[src/pldd_pkg.sv]
// ----------------------------------------------------------------------------
// pldd_pkg: shared types and constants of the posting-list delta decoder
// Byte classes, the token passed from the front to the back, decode phases
// and register map constants.
// ----------------------------------------------------------------------------
package pldd_pkg;

   // Input item kinds.
   localparam logic KIND_START = 1'b0;
   localparam logic KIND_DATA  = 1'b1;

   // Width of an assembled number (at most 31 value bits).
   localparam int VALUE_W = 31;
   localparam int TOTAL_W = 32;

   // Configuration port.
   localparam int CSR_ADDR_W = 3;
   localparam int CSR_DATA_W = 32;
   localparam logic REG_POST_COUNT = 1'b0;

   typedef enum logic [2:0] {
      CLS_START   = 3'd0,
      CLS_WHOLE   = 3'd1,
      CLS_LEAD    = 3'd2,
      CLS_CONT    = 3'd3,
      CLS_INVALID = 3'd4
   } pldd_class_type;

   typedef enum logic [1:0] {
      PH_LOC_OR_FLAG = 2'd0,
      PH_DOC_DELTA   = 2'd1,
      PH_NEW_LOC     = 2'd2
   } pldd_phase_type;

   typedef struct packed {
      pldd_class_type cls;
      logic [6:0]     bits;
      logic [2:0]     cont_count;
   } pldd_token_type;

endpackage

[src/posting_list_delta_decoder_core.sv]
// ----------------------------------------------------------------------------
// posting_list_delta_decoder_core: posting-list delta decoder, top level
// Decodes a stream of variable-length delta-coded numbers into postings.
// ----------------------------------------------------------------------------
// Usage: each req item is either a start marker (req_kind = 0), which clears
// the running document, location and count of posts, or one byte of the
// encoded posting stream (req_kind = 1). Every completed post, and every
// broken byte sequence, produces one rsp item carrying doc, location,
// last_post and malformed. Lead bytes, bytes inside a number, new-document
// flags and document deltas produce no rsp item. Once post_count posts have
// been delivered, later data bytes are dropped until the next start marker.
// Throughput is one item per cycle while the token queue has room. An item
// accepted at a clock edge is written into the token queue at that edge; the
// back end later takes it from the queue and registers its result for rsp.
// req_stall rises only when the token queue is full. When rsp_stall is held,
// the result register keeps its item, the back end pauses and the queue fills
// before req_stall is raised. Synchronous reset clears the queue, all decode
// state, the result valid flag and post_count; there is no clearing pass.
// post_count is written through the csr port at byte address 0.
// ----------------------------------------------------------------------------
module posting_list_delta_decoder_core #(
   parameter int QUEUE_DEPTH = 2
) (
   input  logic                                 clock,
   input  logic                                 reset,
   // Input channel.
   input  logic                                 req_valid,
   output logic                                 req_stall,
   input  logic                                 req_kind,
   input  logic [7:0]                           req_data_byte,
   // Result channel.
   output logic                                 rsp_valid,
   input  logic                                 rsp_stall,
   output logic [31:0]                          rsp_doc,
   output logic [31:0]                          rsp_location,
   output logic                                 rsp_last_post,
   output logic                                 rsp_malformed,
   // Configuration port.
   input  logic                                 csr_psel,
   input  logic                                 csr_penable,
   input  logic                                 csr_pwrite,
   input  logic [pldd_pkg::CSR_ADDR_W-1:0]      csr_paddr,
   input  logic [pldd_pkg::CSR_DATA_W-1:0]      csr_pwdata,
   output logic [pldd_pkg::CSR_DATA_W-1:0]      csr_prdata,
   output logic                                 csr_pready
);

   pldd_pkg::pldd_token_type front_token;
   pldd_pkg::pldd_token_type head_token;
   logic        queue_full;
   logic        queue_not_empty;
   logic        push;
   logic        pop;
   logic        reg_hit;
   logic [31:0] post_count_ff, post_count_in;

   // Register decode: the word index sits above the byte offset.
   assign reg_hit    = (csr_paddr[2] == pldd_pkg::REG_POST_COUNT);
   assign csr_pready = 1'b1;
   assign csr_prdata = reg_hit ? post_count_ff : '0;

   always_comb begin
      post_count_in = post_count_ff;
      if (csr_psel && csr_penable && csr_pwrite && csr_pready && reg_hit) begin
         post_count_in = csr_pwdata;
      end
   end

   always_ff @(posedge clock) begin
      if (reset) begin
         post_count_ff <= '0;
      end else begin
         post_count_ff <= post_count_in;
      end
   end

   // The front end accepts whenever the queue has room.
   assign req_stall = queue_full;
   assign push      = req_valid && !queue_full;

   pldd_front u_front (
      .kind      (req_kind),
      .data_byte (req_data_byte),
      .token     (front_token)
   );

   pldd_fifo #(
      .DEPTH (QUEUE_DEPTH)
   ) u_fifo (
      .clock      (clock),
      .reset      (reset),
      .push       (push),
      .push_token (front_token),
      .full       (queue_full),
      .pop        (pop),
      .not_empty  (queue_not_empty),
      .head_token (head_token)
   );

   // The back end pops whenever its result register is free or draining.
   pldd_back u_back (
      .clock         (clock),
      .reset         (reset),
      .in_valid      (queue_not_empty),
      .in_token      (head_token),
      .in_take       (pop),
      .post_count    (post_count_ff),
      .out_valid     (rsp_valid),
      .out_stall     (rsp_stall),
      .out_doc       (rsp_doc),
      .out_location  (rsp_location),
      .out_last_post (rsp_last_post),
      .out_malformed (rsp_malformed)
   );

endmodule

[src/pldd_front.sv]
// ----------------------------------------------------------------------------
// pldd_front: byte classifier
// Sorts each incoming item into start, whole number, lead byte, continuation
// byte or invalid byte, and extracts its value bits.
// ----------------------------------------------------------------------------
module pldd_front (
   input  logic                    kind,
   input  logic [7:0]              data_byte,
   output pldd_pkg::pldd_token_type token
);

   always_comb begin
      token.cls        = pldd_pkg::CLS_INVALID;
      token.bits       = '0;
      token.cont_count = '0;
      if (kind == pldd_pkg::KIND_START) begin
         token.cls = pldd_pkg::CLS_START;
      end else if (!data_byte[7]) begin
         token.cls  = pldd_pkg::CLS_WHOLE;
         token.bits = data_byte[6:0];
      end else if (!data_byte[6]) begin
         token.cls  = pldd_pkg::CLS_CONT;
         token.bits = {1'b0, data_byte[5:0]};
      end else if (!data_byte[5]) begin
         token.cls        = pldd_pkg::CLS_LEAD;
         token.bits       = {2'b0, data_byte[4:0]};
         token.cont_count = 3'd1;
      end else if (!data_byte[4]) begin
         token.cls        = pldd_pkg::CLS_LEAD;
         token.bits       = {3'b0, data_byte[3:0]};
         token.cont_count = 3'd2;
      end else if (!data_byte[3]) begin
         token.cls        = pldd_pkg::CLS_LEAD;
         token.bits       = {4'b0, data_byte[2:0]};
         token.cont_count = 3'd3;
      end else if (!data_byte[2]) begin
         token.cls        = pldd_pkg::CLS_LEAD;
         token.bits       = {5'b0, data_byte[1:0]};
         token.cont_count = 3'd4;
      end else if (!data_byte[1]) begin
         token.cls        = pldd_pkg::CLS_LEAD;
         token.bits       = {6'b0, data_byte[0]};
         token.cont_count = 3'd5;
      end
   end

endmodule

[src/pldd_fifo.sv]
// ----------------------------------------------------------------------------
// pldd_fifo: token queue between front and back
// A small register queue; full is decoded from the registered count, so the
// input stall never depends combinationally on the output side.
// ----------------------------------------------------------------------------
module pldd_fifo #(
   parameter int DEPTH = 2
) (
   input  logic                     clock,
   input  logic                     reset,
   input  logic                     push,
   input  pldd_pkg::pldd_token_type push_token,
   output logic                     full,
   input  logic                     pop,
   output logic                     not_empty,
   output pldd_pkg::pldd_token_type head_token
);

   localparam int IDX_W = (DEPTH > 1) ? $clog2(DEPTH) : 1;
   localparam int CNT_W = $clog2(DEPTH + 1);

   pldd_pkg::pldd_token_type entry_ff [DEPTH];
   logic [IDX_W-1:0] wr_ptr_ff, wr_ptr_in;
   logic [IDX_W-1:0] rd_ptr_ff, rd_ptr_in;
   logic [CNT_W-1:0] count_ff, count_in;

   assign full       = (count_ff == CNT_W'(DEPTH));
   assign not_empty  = (count_ff != '0);
   assign head_token = entry_ff[rd_ptr_ff];

   always_comb begin
      wr_ptr_in = wr_ptr_ff;
      rd_ptr_in = rd_ptr_ff;
      count_in  = count_ff;
      if (push) begin
         wr_ptr_in = (wr_ptr_ff == IDX_W'(DEPTH - 1)) ? '0 : wr_ptr_ff + 1'b1;
      end
      if (pop) begin
         rd_ptr_in = (rd_ptr_ff == IDX_W'(DEPTH - 1)) ? '0 : rd_ptr_ff + 1'b1;
      end
      if (push && !pop) begin
         count_in = count_ff + 1'b1;
      end else if (pop && !push) begin
         count_in = count_ff - 1'b1;
      end
   end

   always_ff @(posedge clock) begin
      if (reset) begin
         wr_ptr_ff <= '0;
         rd_ptr_ff <= '0;
         count_ff  <= '0;
      end else begin
         wr_ptr_ff <= wr_ptr_in;
         rd_ptr_ff <= rd_ptr_in;
         count_ff  <= count_in;
      end
   end

   always_ff @(posedge clock) begin
      if (push) begin
         entry_ff[wr_ptr_ff] <= push_token;
      end
   end

`ifndef ASSERT_OFF
   a_count_bound: assert property (@(posedge clock) disable iff (reset)
      count_ff <= CNT_W'(DEPTH))
      else $error("queue count exceeds depth");
   a_no_pop_empty: assert property (@(posedge clock) disable iff (reset)
      pop |-> not_empty)
      else $error("queue popped while empty");
   a_no_push_full: assert property (@(posedge clock) disable iff (reset)
      push |-> !full)
      else $error("queue pushed while full");
`endif

endmodule

[src/pldd_back.sv]
// ----------------------------------------------------------------------------
// pldd_back: number assembly and posting update
// Assembles variable-length numbers from tokens, applies them to the running
// document and location, counts posts and holds the result register.
// ----------------------------------------------------------------------------
module pldd_back (
   input  logic                     clock,
   input  logic                     reset,
   input  logic                     in_valid,
   input  pldd_pkg::pldd_token_type in_token,
   output logic                     in_take,
   input  logic [31:0]              post_count,
   output logic                     out_valid,
   input  logic                     out_stall,
   output logic [31:0]              out_doc,
   output logic [31:0]              out_location,
   output logic                     out_last_post,
   output logic                     out_malformed
);

   localparam int VW = pldd_pkg::VALUE_W;
   localparam int TW = pldd_pkg::TOTAL_W;

   pldd_pkg::pldd_phase_type phase_ff, phase_in;
   logic [VW-1:0] acc_ff, acc_in;
   logic [2:0]    rem_ff, rem_in;
   logic [TW-1:0] doc_ff, doc_in;
   logic [TW-1:0] loc_ff, loc_in;
   logic [TW-1:0] posts_ff, posts_in;

   logic          rsp_valid_ff, rsp_valid_in;
   logic [TW-1:0] rsp_doc_ff, rsp_loc_ff;
   logic          rsp_last_ff, rsp_bad_ff;

   logic          emit, emit_last, emit_bad;
   logic          have_value;
   logic [VW-1:0] value, acc_shift;
   logic          finished;

   assign in_take   = in_valid && (!rsp_valid_ff || !out_stall);
   assign finished  = (posts_ff >= post_count);
   assign acc_shift = {acc_ff[VW-7:0], in_token.bits[5:0]};

   always_comb begin
      phase_in   = phase_ff;
      acc_in     = acc_ff;
      rem_in     = rem_ff;
      doc_in     = doc_ff;
      loc_in     = loc_ff;
      posts_in   = posts_ff;
      emit       = 1'b0;
      emit_last  = 1'b0;
      emit_bad   = 1'b0;
      have_value = 1'b0;
      value      = '0;
      if (in_take) begin
         if (in_token.cls == pldd_pkg::CLS_START) begin
            phase_in = pldd_pkg::PH_LOC_OR_FLAG;
            acc_in   = '0;
            rem_in   = '0;
            doc_in   = '0;
            loc_in   = '0;
            posts_in = '0;
         end else if (!finished) begin
            if (rem_ff == 3'd0) begin
               case (in_token.cls)
                  pldd_pkg::CLS_WHOLE: begin
                     have_value = 1'b1;
                     value      = VW'(in_token.bits);
                  end
                  pldd_pkg::CLS_LEAD: begin
                     acc_in = VW'(in_token.bits);
                     rem_in = in_token.cont_count;
                  end
                  default: begin
                     emit     = 1'b1;
                     emit_bad = 1'b1;
                  end
               endcase
            end else if (in_token.cls == pldd_pkg::CLS_CONT) begin
               rem_in = rem_ff - 3'd1;
               if (rem_ff == 3'd1) begin
                  have_value = 1'b1;
                  value      = acc_shift;
                  acc_in     = '0;
               end else begin
                  acc_in = acc_shift;
               end
            end else begin
               // Broken sequence: the partial number is thrown away.
               acc_in   = '0;
               rem_in   = '0;
               emit     = 1'b1;
               emit_bad = 1'b1;
            end

            if (have_value) begin
               unique case (phase_ff)
                  pldd_pkg::PH_DOC_DELTA: begin
                     doc_in   = doc_ff + TW'(value);
                     phase_in = pldd_pkg::PH_NEW_LOC;
                  end
                  pldd_pkg::PH_NEW_LOC: begin
                     loc_in   = TW'(value);
                     phase_in = pldd_pkg::PH_LOC_OR_FLAG;
                     posts_in = posts_ff + 1'b1;
                     emit     = 1'b1;
                  end
                  default: begin
                     if (value == '0) begin
                        phase_in = pldd_pkg::PH_DOC_DELTA;
                     end else begin
                        phase_in = pldd_pkg::PH_LOC_OR_FLAG;
                        loc_in   = loc_ff + TW'(value);
                        posts_in = posts_ff + 1'b1;
                        emit     = 1'b1;
                     end
                  end
               endcase
               emit_last = emit && (posts_in >= post_count);
            end
         end
      end
   end

   always_comb begin
      rsp_valid_in = rsp_valid_ff;
      if (in_take) begin
         rsp_valid_in = emit;
      end else if (!out_stall) begin
         rsp_valid_in = 1'b0;
      end
   end

   always_ff @(posedge clock) begin
      if (reset) begin
         phase_ff     <= pldd_pkg::PH_LOC_OR_FLAG;
         acc_ff       <= '0;
         rem_ff       <= '0;
         doc_ff       <= '0;
         loc_ff       <= '0;
         posts_ff     <= '0;
         rsp_valid_ff <= 1'b0;
      end else begin
         phase_ff     <= phase_in;
         acc_ff       <= acc_in;
         rem_ff       <= rem_in;
         doc_ff       <= doc_in;
         loc_ff       <= loc_in;
         posts_ff     <= posts_in;
         rsp_valid_ff <= rsp_valid_in;
      end
   end

   always_ff @(posedge clock) begin
      if (in_take && emit) begin
         rsp_doc_ff  <= doc_in;
         rsp_loc_ff  <= loc_in;
         rsp_last_ff <= emit_last;
         rsp_bad_ff  <= emit_bad;
      end
   end

   assign out_valid     = rsp_valid_ff;
   assign out_doc       = rsp_doc_ff;
   assign out_location  = rsp_loc_ff;
   assign out_last_post = rsp_last_ff;
   assign out_malformed = rsp_bad_ff;

`ifndef ASSERT_OFF
   a_bad_not_last: assert property (@(posedge clock) disable iff (reset)
      (rsp_valid_ff && rsp_bad_ff) |-> !rsp_last_ff)
      else $error("malformed result marked as last post");
   a_acc_idle_zero: assert property (@(posedge clock) disable iff (reset)
      (rem_ff == 3'd0) |-> (acc_ff == '0))
      else $error("accumulator not clear between numbers");
   a_rem_bound: assert property (@(posedge clock) disable iff (reset)
      rem_ff <= 3'd5)
      else $error("continuation count out of range");
   a_posts_step: assert property (@(posedge clock) disable iff (reset)
      !$past(reset) |-> (posts_ff == $past(posts_ff) ||
                         posts_ff == $past(posts_ff) + 1'b1 ||
                         posts_ff == '0))
      else $error("post counter jumped");
`endif

endmodule

[config.mk]
export PLATFORM = sky130hd
export DESIGN_NAME = posting_list_delta_decoder_core
export DESIGN_NICKNAME = d
export VERILOG_FILES = /design/src/pldd_pkg.sv /design/src/posting_list_delta_decoder_core.sv /design/src/pldd_front.sv /design/src/pldd_fifo.sv /design/src/pldd_back.sv
export SDC_FILE = /design/constraint.sdc
export NUM_CORES = 1
export LEC_CHECK = 0
export BUFFER_PORTS_ARGS = -buffer_cell sky130_fd_sc_hd__buf_2
export CAP_MARGIN = 30
export CORE_MARGIN = 2
export CORE_UTILIZATION = 55
export DETAILED_ROUTE_END_ITERATION = 7
export GPL_TIMING_DRIVEN = 0
export MAX_ROUTING_LAYER = met4
export PLACE_DENSITY = 0.75
export SLEW_MARGIN = 20
export SYNTH_ARGS = -nofsm -noshare
export SYNTH_HDL_FRONTEND = slang
export SYNTH_SLANG_ARGS = --single-unit
[constraint.sdc]
create_clock -name clock -period 8 [get_ports clock]
set_input_delay 1.2 -clock clock [delete_from_list [all_inputs] [get_ports clock]]
set_output_delay 1.2 -clock clock [all_outputs]
set_load 0.01 [all_outputs]
==> flow_summary.yaml <==
global_routing:
  grt_remaining_overflow: 0
  antenna_found_initial: 0
  grt_max_degree: 27
  first_global_vias: 14700
  grt_pass1_wl_um: 79600
  grt_usage_pct: 33.5
pwr:
  vdd.ir_drop.worst_uv: 239
  leakagePower_uw: 0.00747
  p_total_uw: 4190
  power.density_nw_per_um2: 225
floorplanning:
  initial_core_util_pct: 56.2
  fp.dieW_um: 176
  io_pins: 152
  die-area_um2: 31000
  num_rows: 62
  die_h_um: 176
  placeableCoreArea_um2: 28900
finish:
  diodes: 0
  layout-drive-gt1-share_pct: 11.1
  nFillCells: 2541
  area_growth_pct: 14.5
  final_cells: 2516
  final_nets: 2296
synth:
  synth_nets: 2112
  syn_inst: 1926
  yosys-top-cells-area: "dfxtp_1, edfxtp_1, ha_1"
  synth_seq_area_share_pct: 37.1
  ys_ff_latch: 256
  synth_area_leader_cell: "dfxtp_1"
  synth_area_um2: 16300
  yosys_warnings: 0
  avgSynthCellArea_um2: 8.45
  ys_types: 83
  netlist.area_leader.share_pct: 20.2
  synth_flop_cell: "dfxtp_1"
  async_reset_ff_share_pct: 0
  synth-edff-count: 92
detailed_routing:
  viasPerCell: 6.22
  ant_nets: 0
  drtIter0Drc: 1258
  firstDrtPassIters: 6
  drc: 0
  vias: 15700
  finalWirelength_um: 51300
  wire_per_inst_um: 20.4
placement:
  place_congestion: 0.980
  place_inst: 2463
  dpl.hpwl_um: 38800
  port_buffers: 146
min_path:
  hold_depth: 2
  hp-start: "post_count_ff[26]"
  min_to: "post_count_ff[26]"
  hp-class: "reg -> reg"
clock_tree:
  ctsResizeCount: 0
  post_cts_buffers: 0
  cts_buffers: 28
  hold_buffers: 0
  clock_sinks: 256
  htree_levels: 1
  cts_tree: "built"
  insertion_delay_ps: 570
  root_buffer: "clkbuf_16"
  clockBufferDepth: 3
  clkTransAtPathRegs_ps: 60
critical_path:
  required_ps: 8310
  slowest_stage: "a21boi_0"
  crit_arrival_ps: 6600
  critical_path_class: "reg -> reg"
  critPathLaunchType: "flip-flop"
  r2r_setup_slack_ps: 1710
  r2r_start: "u_back.rem_ff[0]"
  path_cells: "inv_1 > ha_1 > nor2b_1 > mux2i_1 > a21boi_0 > o22a_1 > nor2_1 > clkbuf_1 > a21boi_0 > ha_1 > a21o_1 > a21o_1 > a21oi_1 > nor2_1 > a211oi_1 > o21ai_0 > a21oi_1 > a211oi_1 > o311a_1"
  timing.rr.end: "u_back.out_last_post"
  reg2reg_depth: 19
  cp-end-kind: "flip-flop"
  critPathMaxStageDelay_ps: 770
  critPathMaxFanout: 10
timing:
  finalClockSkew_ps: 18.8
  rsz0062_at_grt: "false"
  worst_pin_slew_ps: 983
  max_slew_margin_pct: 34.5
  drv_slew: 0
  setup_viol_count_final: 0
  fin_crit_ps: 6290
  fmaxAchievable_mhz: 159
  fin_crit_sh_pct: 78.6
  finalHoldViolations: 0
run:
  max_cap_violations: 0
status:
  status: "complete, no violations"
[cells in the final DEF, fill, tap and decap left out, types with 28 or more instances in the layout]
cell type  count
nand2_1      240
a21oi_1      176
dfxtp_1      164
o21ai_0      148
buf_2        148
nor2_1       141
ha_1         133
clkbuf_1      92
edfxtp_1      92
inv_1         60
nand3_1       60
nor2b_1       58
a21o_1        42
nand2b_1      38
a22o_1        33
and2_1        30
clkbuf_16     29
xnor2_1       28
[cells by family after synthesis]
family                   synth area share (%)
AO/OA/AOI/OAI                            23.9
XOR/XNOR                                 2.80
adder cells (fa/ha/maj)                  10.5
buffers and inverters                    3.84
flip-flops                               37.1
multiplexers                             1.10
other                                  0.0230
AND/OR/NAND/NOR                          20.7
[area by class of cell]
type	instances	area, µm²	area share, %
buffer	98	388	2.08
clock buffer	35	778	4.18
clock inverter	17	225	1.21
inverter	63	236	1.27
multi-input combinational	1509	9620	51.6
sequential	256	6050	32.4
tap	384	480	2.58
timing repair buffer	154	860	4.61
[worst max-delay path, delay by kind of cell, from the launching register on]
family,cells,cell delay (ps)
AO/OA/AOI/OAI,11,3300
AND/OR/NAND/NOR,3,710
buffers and inverters,2,570
adder cells (fa/ha/maj),2,560
multiplexers,1,560
flip-flops,1,310
[per-stage QoR]
| stage | setup WS (ps) | hold slack, ps | util, % | instance area, µm² | setup TNS [ps] |
|---|---|---|---|---|---|
| 2_1_floorplan | 1720 | 436 | - | 16300 | 0 |
| 5_1_grt | 1580 | 473 | 64.4 | 18600 | 0 |
| 3_5_place_dp | 1860 | 447 | 60.9 | 17600 | 0 |
| 3_3_place_gp | -1000 | 442 | 60.4 | 17500 | -65920 |
| 4_1_cts | 1850 | 455 | 64.4 | 18600 | 0 |
| 6_report | 1710 | 454 | 64.4 | 18600 | 0 |
[synthesized netlist by cell type, types with 22 or more instances]
cell type  number
dfxtp_1       164
clkbuf_1       89
ha_1          133
a22o_1         33
a21o_1         42
nand3_1        60
xnor2_1        28
nand2_1       240
a211oi_1       22
inv_1          60
nor3_1         27
nor2_1        141
and2_1         30
nand4_1        27
o21ai_0       148
a31oi_1        25
nor2b_1        58
nand2b_1       38
edfxtp_1       92
xor2_1         24
a21oi_1       177
[layer usage]
metal  share of wire (%)  vias up  GRT usage (%)  routed length (µm)
li1                    -     7427              -                   -
met1                  41     7336           42.2               21300
met2                  46      727           53.9               23400
met3                 8.0      160           4.67                4130
met4                 4.8        0           15.0                2470
met5                   0        -              -                   0
[how the worst max path moves through the flow]
stage | start | end | slack, ps | depth (start not counted)
after floorplan | flip-flop | u_back.out_doc[0] | 1720 | 10
after global placement | rsp_stall | u_back.out_doc[27] | -1000 | 9
after detailed placement | u_back.rem_ff[0] | u_back.out_last_post | 1860 | 19
after CTS | u_back.rem_ff[0] | u_back.out_last_post | 1850 | 19
after global routing | u_back.rem_ff[0] | u_back.out_last_post | 1580 | 19
final | u_back.rem_ff[0] | u_back.out_last_post | 1710 | 19
[power breakdown]
| part | total [µW] | internal, µW | switching [µW] |
|---|---|---|---|
| Sequential | 1560 | 1510 | 52.5 |
| Clock | 1400 | 849 | 549 |
| Combinational | 1230 | 351 | 882 |
[sequential cells by signal, summed over array words and instances, names as in the netlist, named ones only]
| signal | flops |
|---|---|
| u_back.out_valid | 1 |
| u_fifo.count_ff | 2 |
| u_back.acc_ff | 25 |
| u_back.out_last_post | 1 |
| u_back.out_malformed | 1 |
| u_back.posts_ff | 32 |
| u_fifo.wr_ptr_ff | 1 |
| u_fifo.rd_ptr_ff | 1 |
| u_back.out_location | 32 |
| u_back.doc_ff | 32 |
| u_back.rem_ff | 3 |
| u_fifo.entry_ff | 26 |
| u_back.out_doc | 32 |
| u_back.phase_ff | 2 |
| post_count_ff | 32 |
| u_back.loc_ff | 32 |
No activity file was read; power rests on OpenSTA's default activity.
